`config.mk`:
```
export PLATFORM = sky130hd
export DESIGN_NAME = gas_sensor_divider_resistance
export DESIGN_NICKNAME = d
export VERILOG_FILES = /design/src/rtl/gsdr_pkg.sv /design/src/rtl/gas_sensor_divider_resistance.sv
export VERILOG_INCLUDE_DIRS = /design/src /design/src/rtl
export SDC_FILE = /design/constraint.sdc
export NUM_CORES = 1
export LEC_CHECK = 0
export ABC_AREA = 1
export ABC_CLOCK_PERIOD_IN_PS = 15100
export BUFFER_PORTS_ARGS = -buffer_cell sky130_fd_sc_hd__clkbuf_2
export CORE_UTILIZATION = 46
export DETAILED_ROUTE_END_ITERATION = 10
export HOLD_SLACK_MARGIN = 0.06
export PLACE_DENSITY = 0.67
export RECOVER_POWER = 50
export SLEW_MARGIN = 20
export SYNTH_ARGS = -nofsm -noshare
export SYNTH_HDL_FRONTEND = slang
export SYNTH_SLANG_ARGS = --single-unit
```
`constraint.sdc`:
```
create_clock -name clk_i -period 15.1 [get_ports clk_i]
set_input_delay 4.53 -clock clk_i [delete_from_list [all_inputs] [get_ports clk_i]]
set_output_delay 4.53 -clock clk_i [all_outputs]
set_load 0.02 [all_outputs]
```
`src/rtl/assert_macros.svh`:
```
// ----------------------------------------------------------------------------
// assertion macros
// concurrent assertion wrappers, empty when SYNTH is defined
// ----------------------------------------------------------------------------
`ifndef ASSERT_MACROS_SVH
`define ASSERT_MACROS_SVH

`ifndef SYNTH
// property must hold at every clock edge outside reset
`define ASSERT_PROP(name, clk, rst_n, prop) \
  name: assert property (@(posedge clk) disable iff (!rst_n) prop) \
    else $error("assertion failed");
// expression must never be true outside reset
`define ASSERT_NEVER(name, clk, rst_n, expr) \
  name: assert property (@(posedge clk) disable iff (!rst_n) !(expr)) \
    else $error("forbidden condition seen");
`else
`define ASSERT_PROP(name, clk, rst_n, prop)
`define ASSERT_NEVER(name, clk, rst_n, expr)
`endif

`endif

```
`src/rtl/gsdr_pkg.sv`:
```
// ----------------------------------------------------------------------------
// gsdr_pkg
// types and constants of the gas sensor divider resistance block
// ----------------------------------------------------------------------------
`timescale 1ns / 1ps

package gsdr_pkg;

  localparam int unsigned SAMPLE_W = 12;
  localparam int unsigned COUNT_W  = 16;
  localparam int unsigned SUM_W    = 28;
  localparam int unsigned VOLT_W   = 13;
  localparam int unsigned LOAD_W   = 17;
  localparam int unsigned RES_W    = 29;
  localparam int unsigned RATIO_W  = 32;
  localparam int unsigned MUL_W    = 30;
  localparam int unsigned DIV_W    = 45;
  localparam int unsigned STEP_W   = 6;

  localparam int unsigned CFG_IDX_W  = 2;
  localparam int unsigned CFG_DATA_W = 17;

  localparam logic [CFG_IDX_W-1:0] CFG_SAMPLES_PER_WINDOW = 2'd0;
  localparam logic [CFG_IDX_W-1:0] CFG_VREF_MV            = 2'd1;
  localparam logic [CFG_IDX_W-1:0] CFG_LOAD_OHMS          = 2'd2;

  localparam logic [COUNT_W-1:0]  SPW_RESET  = 16'd1;
  localparam logic [VOLT_W-1:0]   VREF_RESET = 13'd3300;
  localparam logic [LOAD_W-1:0]   LOAD_RESET = 17'd5000;
  localparam logic [RES_W-1:0]    R0_RESET   = 29'd10000;
  localparam logic [SAMPLE_W-1:0] FULL_SCALE = 12'hFFF;

  localparam logic [STEP_W-1:0] AVG_STEPS   = 6'd28;
  localparam logic [STEP_W-1:0] VOLT_STEPS  = 6'd25;
  localparam logic [STEP_W-1:0] RS_STEPS    = 6'd29;
  localparam logic [STEP_W-1:0] RATIO_STEPS = 6'd45;

  typedef enum logic [2:0] {
    ST_IDLE,
    ST_DIV,
    ST_MUL_V,
    ST_MUL_R,
    ST_RATIO,
    ST_DONE
  } state_e;

  typedef enum logic [1:0] {
    OP_AVG,
    OP_VOLT,
    OP_RS,
    OP_RATIO
  } op_e;

  typedef struct packed {
    logic [SAMPLE_W-1:0] sample;
    logic                command;
    logic                conversion_failed;
  } in_beat_t;

  typedef struct packed {
    logic                status;
    logic                was_calibration;
    logic [SAMPLE_W-1:0] mean_code;
    logic [VOLT_W-1:0]   voltage_mv;
    logic [RES_W-1:0]    sensor_ohms;
    logic                resistance_open;
    logic [RATIO_W-1:0]  ratio_q16;
    logic                ratio_valid;
    logic                baseline_ok;
  } out_beat_t;

endpackage

```
`src/rtl/gas_sensor_divider_resistance.sv`:
```
// ----------------------------------------------------------------------------
// gas_sensor_divider_resistance
// windowed adc averaging with voltage, divider resistance and rs/r0 ratio
//
//   channel  direction  handshake              payload
//   in       input      in_valid_i/in_ready_o  in_data_i   (gsdr_pkg::in_beat_t)
//   out      output     out_valid_o/out_ready_i out_data_o (gsdr_pkg::out_beat_t)
//   cfg      input      cfg_valid_i/cfg_ready_o cfg_index_i, cfg_data_i
//
// a beat inside a window or a failed conversion is handled directly in the idle state
// a window-closing beat starts up to four divisions on one shared restoring divider,
//   which retires one quotient bit per cycle (28+25+29+45 bits)
// in_ready_o is low outside the idle state or while a result waits unaccepted
// reset is asynchronous, active low; no clearing pass
// ----------------------------------------------------------------------------
`timescale 1ns / 1ps
`include "assert_macros.svh"

module gas_sensor_divider_resistance (
  input  logic                                clk_i,
  input  logic                                rst_ni,
  input  logic                                in_valid_i,
  output logic                                in_ready_o,
  input  gsdr_pkg::in_beat_t                  in_data_i,
  output logic                                out_valid_o,
  input  logic                                out_ready_i,
  output gsdr_pkg::out_beat_t                 out_data_o,
  input  logic                                cfg_valid_i,
  output logic                                cfg_ready_o,
  input  logic [gsdr_pkg::CFG_IDX_W-1:0]      cfg_index_i,
  input  logic [gsdr_pkg::CFG_DATA_W-1:0]     cfg_data_i
);

  gsdr_pkg::state_e state_q, state_d;
  gsdr_pkg::op_e    op_q, op_d;

  logic [gsdr_pkg::COUNT_W-1:0]  spw_q, spw_d;
  logic [gsdr_pkg::VOLT_W-1:0]   vref_q, vref_d;
  logic [gsdr_pkg::LOAD_W-1:0]   load_q, load_d;

  logic [gsdr_pkg::SUM_W-1:0]    sum_q, sum_d;
  logic [gsdr_pkg::COUNT_W-1:0]  cnt_q, cnt_d;
  logic                          wcal_q, wcal_d;
  logic [gsdr_pkg::RES_W-1:0]    r0_q, r0_d;
  logic                          bv_q, bv_d;

  logic [gsdr_pkg::DIV_W-1:0]    dvd_q, dvd_d;
  logic [gsdr_pkg::DIV_W-1:0]    quo_q, quo_d;
  logic [gsdr_pkg::RES_W-1:0]    rem_q, rem_d;
  logic [gsdr_pkg::RES_W-1:0]    dsr_q, dsr_d;
  logic [gsdr_pkg::STEP_W-1:0]   step_q, step_d;

  logic [gsdr_pkg::SAMPLE_W-1:0] avg_q, avg_d;
  logic [gsdr_pkg::VOLT_W-1:0]   volt_q, volt_d;
  logic [gsdr_pkg::RES_W-1:0]    rs_q, rs_d;
  logic                          open_q, open_d;
  logic [gsdr_pkg::RATIO_W-1:0]  ratio_q, ratio_d;
  logic                          status_q, status_d;
  logic                          cal_q, cal_d;

  gsdr_pkg::out_beat_t           out_q, out_d;
  logic                          out_valid_q, out_valid_d;

  // shared divider step
  logic [gsdr_pkg::RES_W:0]      trial;
  logic [gsdr_pkg::RES_W:0]      diff;
  logic                          qbit;
  logic [gsdr_pkg::RES_W-1:0]    rem_nx;
  logic [gsdr_pkg::DIV_W-1:0]    quo_nx;

  // shared multiplier
  logic [gsdr_pkg::LOAD_W-1:0]   mul_a;
  logic [gsdr_pkg::VOLT_W-1:0]   mul_b;
  logic [gsdr_pkg::MUL_W-1:0]    mul_p;

  logic                          in_fire;
  logic                          cal_now;
  logic [gsdr_pkg::SUM_W-1:0]    sum_new;
  logic [gsdr_pkg::COUNT_W:0]    cnt_inc;
  logic                          bv_new;
  logic [gsdr_pkg::RES_W-1:0]    r0_new;

  assign trial  = {rem_q, dvd_q[gsdr_pkg::DIV_W-1]};
  assign qbit   = (trial >= {1'b0, dsr_q});
  assign diff   = trial - {1'b0, dsr_q};
  assign rem_nx = qbit ? diff[gsdr_pkg::RES_W-1:0] : trial[gsdr_pkg::RES_W-1:0];
  assign quo_nx = {quo_q[gsdr_pkg::DIV_W-2:0], qbit};

  always_comb begin
    if (state_q == gsdr_pkg::ST_MUL_R) begin
      mul_a = load_q;
      mul_b = {1'b0, gsdr_pkg::FULL_SCALE - avg_q};
    end else begin
      mul_a = {{(gsdr_pkg::LOAD_W-gsdr_pkg::SAMPLE_W){1'b0}}, avg_q};
      mul_b = vref_q;
    end
  end

  assign mul_p = gsdr_pkg::MUL_W'(mul_a) * gsdr_pkg::MUL_W'(mul_b);

  assign in_ready_o  = (state_q == gsdr_pkg::ST_IDLE) && (!out_valid_q || out_ready_i);
  assign in_fire     = in_valid_i && in_ready_o;
  assign cal_now     = (cnt_q == '0) ? in_data_i.command : wcal_q;
  assign sum_new     = sum_q + gsdr_pkg::SUM_W'(in_data_i.sample);
  assign cnt_inc     = {1'b0, cnt_q} + {{gsdr_pkg::COUNT_W{1'b0}}, 1'b1};
  assign bv_new      = cal_q ? (!open_q && (rs_q != '0)) : bv_q;
  assign r0_new      = cal_q ? rs_q : r0_q;
  assign cfg_ready_o = 1'b1;
  assign out_valid_o = out_valid_q;
  assign out_data_o  = out_q;

  always_comb begin
    state_d     = state_q;
    op_d        = op_q;
    spw_d       = spw_q;
    vref_d      = vref_q;
    load_d      = load_q;
    sum_d       = sum_q;
    cnt_d       = cnt_q;
    wcal_d      = wcal_q;
    r0_d        = r0_q;
    bv_d        = bv_q;
    dvd_d       = dvd_q;
    quo_d       = quo_q;
    rem_d       = rem_q;
    dsr_d       = dsr_q;
    step_d      = step_q;
    avg_d       = avg_q;
    volt_d      = volt_q;
    rs_d        = rs_q;
    open_d      = open_q;
    ratio_d     = ratio_q;
    status_d    = status_q;
    cal_d       = cal_q;
    out_d       = out_q;
    out_valid_d = out_valid_q;

    if (out_valid_q && out_ready_i) begin
      out_valid_d = 1'b0;
    end

    if (cfg_valid_i) begin
      unique case (cfg_index_i)
        gsdr_pkg::CFG_SAMPLES_PER_WINDOW: spw_d  = cfg_data_i[gsdr_pkg::COUNT_W-1:0];
        gsdr_pkg::CFG_VREF_MV:            vref_d = cfg_data_i[gsdr_pkg::VOLT_W-1:0];
        gsdr_pkg::CFG_LOAD_OHMS:          load_d = cfg_data_i[gsdr_pkg::LOAD_W-1:0];
        default: ;
      endcase
    end

    unique case (state_q)
      gsdr_pkg::ST_IDLE: begin
        if (in_fire) begin
          if (in_data_i.conversion_failed) begin
            sum_d  = '0;
            cnt_d  = '0;
            wcal_d = 1'b0;
            if (cal_now) begin
              bv_d = 1'b0;
            end
            out_d                 = '0;
            out_d.status          = 1'b1;
            out_d.was_calibration = cal_now;
            out_d.baseline_ok     = cal_now ? 1'b0 : bv_q;
            out_valid_d           = 1'b1;
          end else if (cnt_inc >= {1'b0, spw_q}) begin
            // window closes
            sum_d    = '0;
            cnt_d    = '0;
            wcal_d   = 1'b0;
            cal_d    = cal_now;
            status_d = 1'b0;
            open_d   = 1'b0;
            dvd_d    = {sum_new, {(gsdr_pkg::DIV_W-gsdr_pkg::SUM_W){1'b0}}};
            dsr_d    = gsdr_pkg::RES_W'(cnt_inc);
            rem_d    = '0;
            quo_d    = '0;
            step_d   = gsdr_pkg::AVG_STEPS;
            op_d     = gsdr_pkg::OP_AVG;
            state_d  = gsdr_pkg::ST_DIV;
          end else begin
            sum_d  = sum_new;
            cnt_d  = cnt_inc[gsdr_pkg::COUNT_W-1:0];
            wcal_d = cal_now;
          end
        end
      end

      gsdr_pkg::ST_DIV: begin
        dvd_d  = {dvd_q[gsdr_pkg::DIV_W-2:0], 1'b0};
        rem_d  = rem_nx;
        quo_d  = quo_nx;
        step_d = step_q - 1'b1;
        if (step_q == 1) begin
          unique case (op_q)
            gsdr_pkg::OP_AVG: begin
              avg_d   = (quo_nx[gsdr_pkg::SUM_W-1:gsdr_pkg::SAMPLE_W] != '0) ?
                        gsdr_pkg::FULL_SCALE : quo_nx[gsdr_pkg::SAMPLE_W-1:0];
              state_d = gsdr_pkg::ST_MUL_V;
            end
            gsdr_pkg::OP_VOLT: begin
              volt_d  = quo_nx[gsdr_pkg::VOLT_W-1:0];
              state_d = gsdr_pkg::ST_MUL_R;
            end
            gsdr_pkg::OP_RS: begin
              rs_d    = quo_nx[gsdr_pkg::RES_W-1:0];
              state_d = gsdr_pkg::ST_RATIO;
            end
            gsdr_pkg::OP_RATIO: begin
              ratio_d = (quo_nx[gsdr_pkg::DIV_W-1:gsdr_pkg::RATIO_W] != '0) ?
                        '1 : quo_nx[gsdr_pkg::RATIO_W-1:0];
              state_d = gsdr_pkg::ST_DONE;
            end
            default: ;
          endcase
        end
      end

      gsdr_pkg::ST_MUL_V: begin
        // avg * vref / full scale
        dvd_d   = {mul_p[gsdr_pkg::VOLT_STEPS-1:0],
                   {(gsdr_pkg::DIV_W-int'(gsdr_pkg::VOLT_STEPS)){1'b0}}};
        dsr_d   = gsdr_pkg::RES_W'(gsdr_pkg::FULL_SCALE);
        rem_d   = '0;
        quo_d   = '0;
        step_d  = gsdr_pkg::VOLT_STEPS;
        op_d    = gsdr_pkg::OP_VOLT;
        state_d = gsdr_pkg::ST_DIV;
      end

      gsdr_pkg::ST_MUL_R: begin
        open_d = (avg_q == '0);
        if ((avg_q == '0) || (avg_q == gsdr_pkg::FULL_SCALE)) begin
          rs_d    = '0;
          state_d = gsdr_pkg::ST_RATIO;
        end else begin
          // load * (full scale - avg) / avg
          dvd_d   = {mul_p[gsdr_pkg::RES_W-1:0],
                     {(gsdr_pkg::DIV_W-gsdr_pkg::RES_W){1'b0}}};
          dsr_d   = gsdr_pkg::RES_W'(avg_q);
          rem_d   = '0;
          quo_d   = '0;
          step_d  = gsdr_pkg::RS_STEPS;
          op_d    = gsdr_pkg::OP_RS;
          state_d = gsdr_pkg::ST_DIV;
        end
      end

      gsdr_pkg::ST_RATIO: begin
        if (cal_q) begin
          r0_d     = rs_q;
          bv_d     = bv_new;
          status_d = !bv_new;
        end
        if (!bv_new) begin
          ratio_d = '0;
          state_d = gsdr_pkg::ST_DONE;
        end else if (open_q || (r0_new == '0)) begin
          ratio_d = '1;
          state_d = gsdr_pkg::ST_DONE;
        end else begin
          dvd_d   = {rs_q, {(gsdr_pkg::DIV_W-gsdr_pkg::RES_W){1'b0}}};
          dsr_d   = r0_new;
          rem_d   = '0;
          quo_d   = '0;
          step_d  = gsdr_pkg::RATIO_STEPS;
          op_d    = gsdr_pkg::OP_RATIO;
          state_d = gsdr_pkg::ST_DIV;
        end
      end

      gsdr_pkg::ST_DONE: begin
        if (!out_valid_q || out_ready_i) begin
          out_d.status          = status_q;
          out_d.was_calibration = cal_q;
          out_d.mean_code       = avg_q;
          out_d.voltage_mv      = volt_q;
          out_d.sensor_ohms     = rs_q;
          out_d.resistance_open = open_q;
          out_d.ratio_q16       = ratio_q;
          out_d.ratio_valid     = bv_q;
          out_d.baseline_ok     = bv_q;
          out_valid_d           = 1'b1;
          state_d               = gsdr_pkg::ST_IDLE;
        end
      end

      default: state_d = gsdr_pkg::ST_IDLE;
    endcase
  end

  always_ff @(posedge clk_i or negedge rst_ni) begin
    if (!rst_ni) begin
      state_q     <= gsdr_pkg::ST_IDLE;
      op_q        <= gsdr_pkg::OP_AVG;
      spw_q       <= gsdr_pkg::SPW_RESET;
      vref_q      <= gsdr_pkg::VREF_RESET;
      load_q      <= gsdr_pkg::LOAD_RESET;
      sum_q       <= '0;
      cnt_q       <= '0;
      wcal_q      <= 1'b0;
      r0_q        <= gsdr_pkg::R0_RESET;
      bv_q        <= 1'b0;
      step_q      <= '0;
      out_valid_q <= 1'b0;
    end else begin
      state_q     <= state_d;
      op_q        <= op_d;
      spw_q       <= spw_d;
      vref_q      <= vref_d;
      load_q      <= load_d;
      sum_q       <= sum_d;
      cnt_q       <= cnt_d;
      wcal_q      <= wcal_d;
      r0_q        <= r0_d;
      bv_q        <= bv_d;
      step_q      <= step_d;
      out_valid_q <= out_valid_d;
    end
  end

  // datapath, no reset
  always_ff @(posedge clk_i) begin
    dvd_q    <= dvd_d;
    quo_q    <= quo_d;
    rem_q    <= rem_d;
    dsr_q    <= dsr_d;
    avg_q    <= avg_d;
    volt_q   <= volt_d;
    rs_q     <= rs_d;
    open_q   <= open_d;
    ratio_q  <= ratio_d;
    status_q <= status_d;
    cal_q    <= cal_d;
    out_q    <= out_d;
  end

  `ASSERT_PROP(a_div_rem_below_divisor, clk_i, rst_ni,
               (state_q == gsdr_pkg::ST_DIV) |-> (rem_q < dsr_q))
  `ASSERT_PROP(a_div_steps_left, clk_i, rst_ni,
               (state_q == gsdr_pkg::ST_DIV) |-> (step_q != '0))
  `ASSERT_NEVER(a_baseline_zero_r0, clk_i, rst_ni, bv_q && (r0_q == '0))
  `ASSERT_PROP(a_open_result_shape, clk_i, rst_ni,
               (out_valid_q && out_q.resistance_open) |->
               ((out_q.mean_code == '0) && (out_q.sensor_ohms == '0)))
  `ASSERT_PROP(a_ratio_needs_baseline, clk_i, rst_ni,
               (out_valid_q && out_q.ratio_valid) |-> out_q.baseline_ok)

endmodule
```
==> flow_summary.json <==
{
  "ys_async_sr_fraction_pct": 30.0,
  "crit_arrival_ns": 11.24,
  "dr_total_vias": 23100,
  "fp.dieH_um": 255,
  "grt_use_met2_pct": 41.3,
  "ir_worst_vdd_mv": 0.249,
  "synth-seq-cells": 444,
  "clock_latency_ns": 0.63,
  "syn_area_per_cell_sq_um": 8.82,
  "io_buffers": 130,
  "dieArea_sq_um": 65000,
  "cts_tree": "built",
  "hold_viol": 0,
  "clkSinkCount": 444,
  "grt.total_usage_pct": 26.2,
  "ctsHoldBuffers": 0,
  "totalNegativeSetupSlack_ns": 0,
  "finalMaxSlewViolations": 568,
  "maxCapViolCount": 13,
  "synthDominantCellAreaShare_pct": 31.7,
  "dp_hpwl_um": 63000,
  "synth_edf_count": 311,
  "drcViolationCount": 0,
  "grt_pass1_vias": 22600,
  "fin_worst_skew_ns": 0.0323,
  "cts_resized": 0,
  "gp_congestion": 1.01,
  "wire_per_inst_um": 19.2,
  "grtUsageMet1_pct": 36.7,
  "die_w_um": 255,
  "n_antenna_cell": 0,
  "grt.busiest_layer": "met2",
  "cts_setup_buffers": 0,
  "htreeDepth": 2,
  "antenna_found_initial": 0,
  "synthTopCellsByArea": "edfxtp_1 (32%), fa_1 (11%), dfrtp_1 (9.9%)",
  "cts_buffers": 50,
  "yosys_warnings": 0,
  "dr.pass1.iters": 6,
  "fill_cells": 5905,
  "seq_area_frac_synth_pct": 43.1,
  "viasPerCell": 5.33,
  "final_nets": 3779,
  "clock-root-buffer": "clkbuf_16",
  "hp-class": "flop to flop",
  "drive_gt1_share_pct": 9.07,
  "status": "complete, but fails checks",
  "rrSetupSlack_ns": 4.12,
  "max-clock-path-buffers": 3,
  "clkTransAtPathRegs_ns": 0.06,
  "grt_pass1_wl_um": 129000,
  "initial_core_util_pct": 46.6,
  "fin_crit_ns": 10.98,
  "ant_nets": 0,
  "synthDistinctLibCells": 60,
  "violations": "capacitance limit, slew limit",
  "syn_to_final_growth_pct": 9.80,
  "dr.first_iter.drc_count": 2155,
  "fin_crit_sh_pct": 72.7,
  "p_leak_nw": 15.0,
  "totalWireLength_um": 83200,
  "setup_viol": 0,
  "cp_max_fo": 57,
  "cp.required_ns": 15.36,
  "powerDensity_nw_per_um2": 252,
  "syn_area_sq_um": 29400,
  "yosysTopAreaCell": "edfxtp_1",
  "maxSlewHeadroom_pct": -157,
  "cp-start-kind": "flop",
  "crit_type": "flop to flop",
  "p_total_w": 0.00814,
  "setup_ws_ns": 4.12,
  "grt_max_degree": 74,
  "fmax_mhz": 91.1,
  "boundaryPins": 132,
  "globalRouteOverflowTotal": 0,
  "tightest_slew_ns": 3.86,
  "place_ws_ns": 5.53,
  "rsz0062_at_grt": "no",
  "synthFlopType": "edfxtp_1",
  "rows": 92,
  "synth_cells": 3336,
  "core_area_sq_um": 63200,
  "cp-end-kind": "flop",
  "globalRouteMet3Util_pct": 4.58
}
-- power breakdown --
part           total [W]  switching, W  internal, W
logic            0.00495       0.00336      0.00159
clock network    0.00122      0.000528     0.000689
registers        0.00197      0.000172      0.00179
total            0.00814       0.00406      0.00408
-- kinds of logic after synthesis --
| logic type | after synthesis | share of synthesized area, % |
|---|---|---|
| AO/OA/AOI/OAI | 453 | 8.89 |
| XOR/XNOR | 71 | 2.11 |
| adder cells (fa/ha/maj) | 299 | 16.9 |
| buffers and inverters | 729 | 9.90 |
| flip-flops | 444 | 43.1 |
| multiplexers | 1 | 0.0383 |
| other | 2 | 0.0255 |
| AND/OR/NAND/NOR | 1337 | 19.0 |
-- per-stage QoR --
step           instances  hold slack (ns)  utilization (%)  cell area, sq um
6_report            4330            0.449             51.1             32300
5_1_grt             4330            0.449             51.1             32300
4_1_cts             4330            0.446             51.4             32500
3_5_place_dp        4236            0.433             48.8             30800
3_3_place_gp        4235            0.431             48.8             30800
2_1_floorplan       3339            0.426                -             29400
-- critical path, cell delays in order (launching register included) --
cell        delay (ns)
dfrtp_1           0.44
clkinv_1          0.09
nor2_1            0.21
nand2_1           0.62
clkinvlp_2        1.47
clkbuf_1          2.02
nand2_1           0.76
o21ai_2           0.43
inv_2             0.22
or2_2             0.35
fa_1              0.46
fa_1              0.53
inv_1             0.04
ha_1              0.28
ha_1              0.19
inv_1             0.07
fa_1              0.47
fa_1              0.47
o21ai_0           0.42
nand2_1           0.11
nand2_1           0.14
nand3_1           0.08
nand2_1           0.13
nand2_1           0.08
nand2_1           0.06
nand2_1           0.04
nand3_1           0.09
nand4_1           0.30
-- state kept, by name (all words and copies together), names as in the netlist, 2 cells and up --
name and cells:
cnt_q 16, dvd_q 29, sum_q 28, state_q 3
avg_q 12, out_data_o 91, vref_q 13, rs_q 29
quo_q 44, spw_q 16, dsr_q 29, r0_q 29
rem_q 29, load_q 17, ratio_q 32, op_q 2
volt_q 13, step_q 6
-- cell usage in the layout (no fill, tap or decap), drive strengths merged, types with 11 or more instances in the layout --
master	n
xor2	43
ha	133
nand3	106
or2	21
clkinv	23
o22ai	23
dfrtp	116
dfstp	17
inv	623
nand4	40
edfxtp	311
o21ai	221
xnor2	28
nand2	673
buf	11
fa	166
clkbuf	205
nor3	25
nor4	19
nor2	439
a21oi	150
-- routing by layer --
| metal | routed length [um] | vias up |
|---|---|---|
| li1 | - | 10900 |
| met1 | 36100 | 11200 |
| met2 | 38000 | 821 |
| met3 | 6160 | 172 |
| met4 | 2950 | 0 |
| met5 | 0 | - |
-- cell usage after synthesis (8+ instances only) --
library cell and number:
o22ai_2 10, nand4_1 40, xnor2_1 28, a32oi_1 9
nor3_1 24, inv_2 21, ha_1 133, o21ai_2 20
buf_4 13, nand2_1 660, dfstp_2 17, nor2_1 430
o22ai_1 13, a21o_1 8, dfrtp_1 116, nor4_1 17
o21ai_0 178, nand3_1 102, a21oi_1 148, or2_2 19
clkbuf_1 38, buf_2 33, buf_6 10, o21ai_1 23
nand2_2 9, fa_1 166, xor2_1 43, inv_1 603
a221oi_1 9, edfxtp_1 311
-- cell type report --
| type | instances | area [sq um] | area share, % |
|---|---|---|---|
| Clock buffer | 66 | 1310 | 4.06 |
| Clock inverter | 28 | 320 | 0.991 |
| Inverter | 630 | 2370 | 7.33 |
| Multi-Input combinational cell | 2166 | 13800 | 42.7 |
| Sequential cell | 444 | 12700 | 39.3 |
| Tap cell | 846 | 1060 | 3.28 |
| Timing Repair Buffer | 150 | 763 | 2.36 |
-- final timing paths --
kind	start	to	cells after the start
max in group asynchronous	rst_ni	load_q[10]	2
worst min register to register	quo_q[8]	volt_q[9]	0
worst max-delay path	state_q[1]	dvd_q[44]	27
worst min-delay path	quo_q[8]	volt_q[9]	0
min in group asynchronous	rst_ni	sum_q[5]	1
worst max register to register	state_q[1]	dvd_q[44]	27
Power figures use the tool's default switching activity.
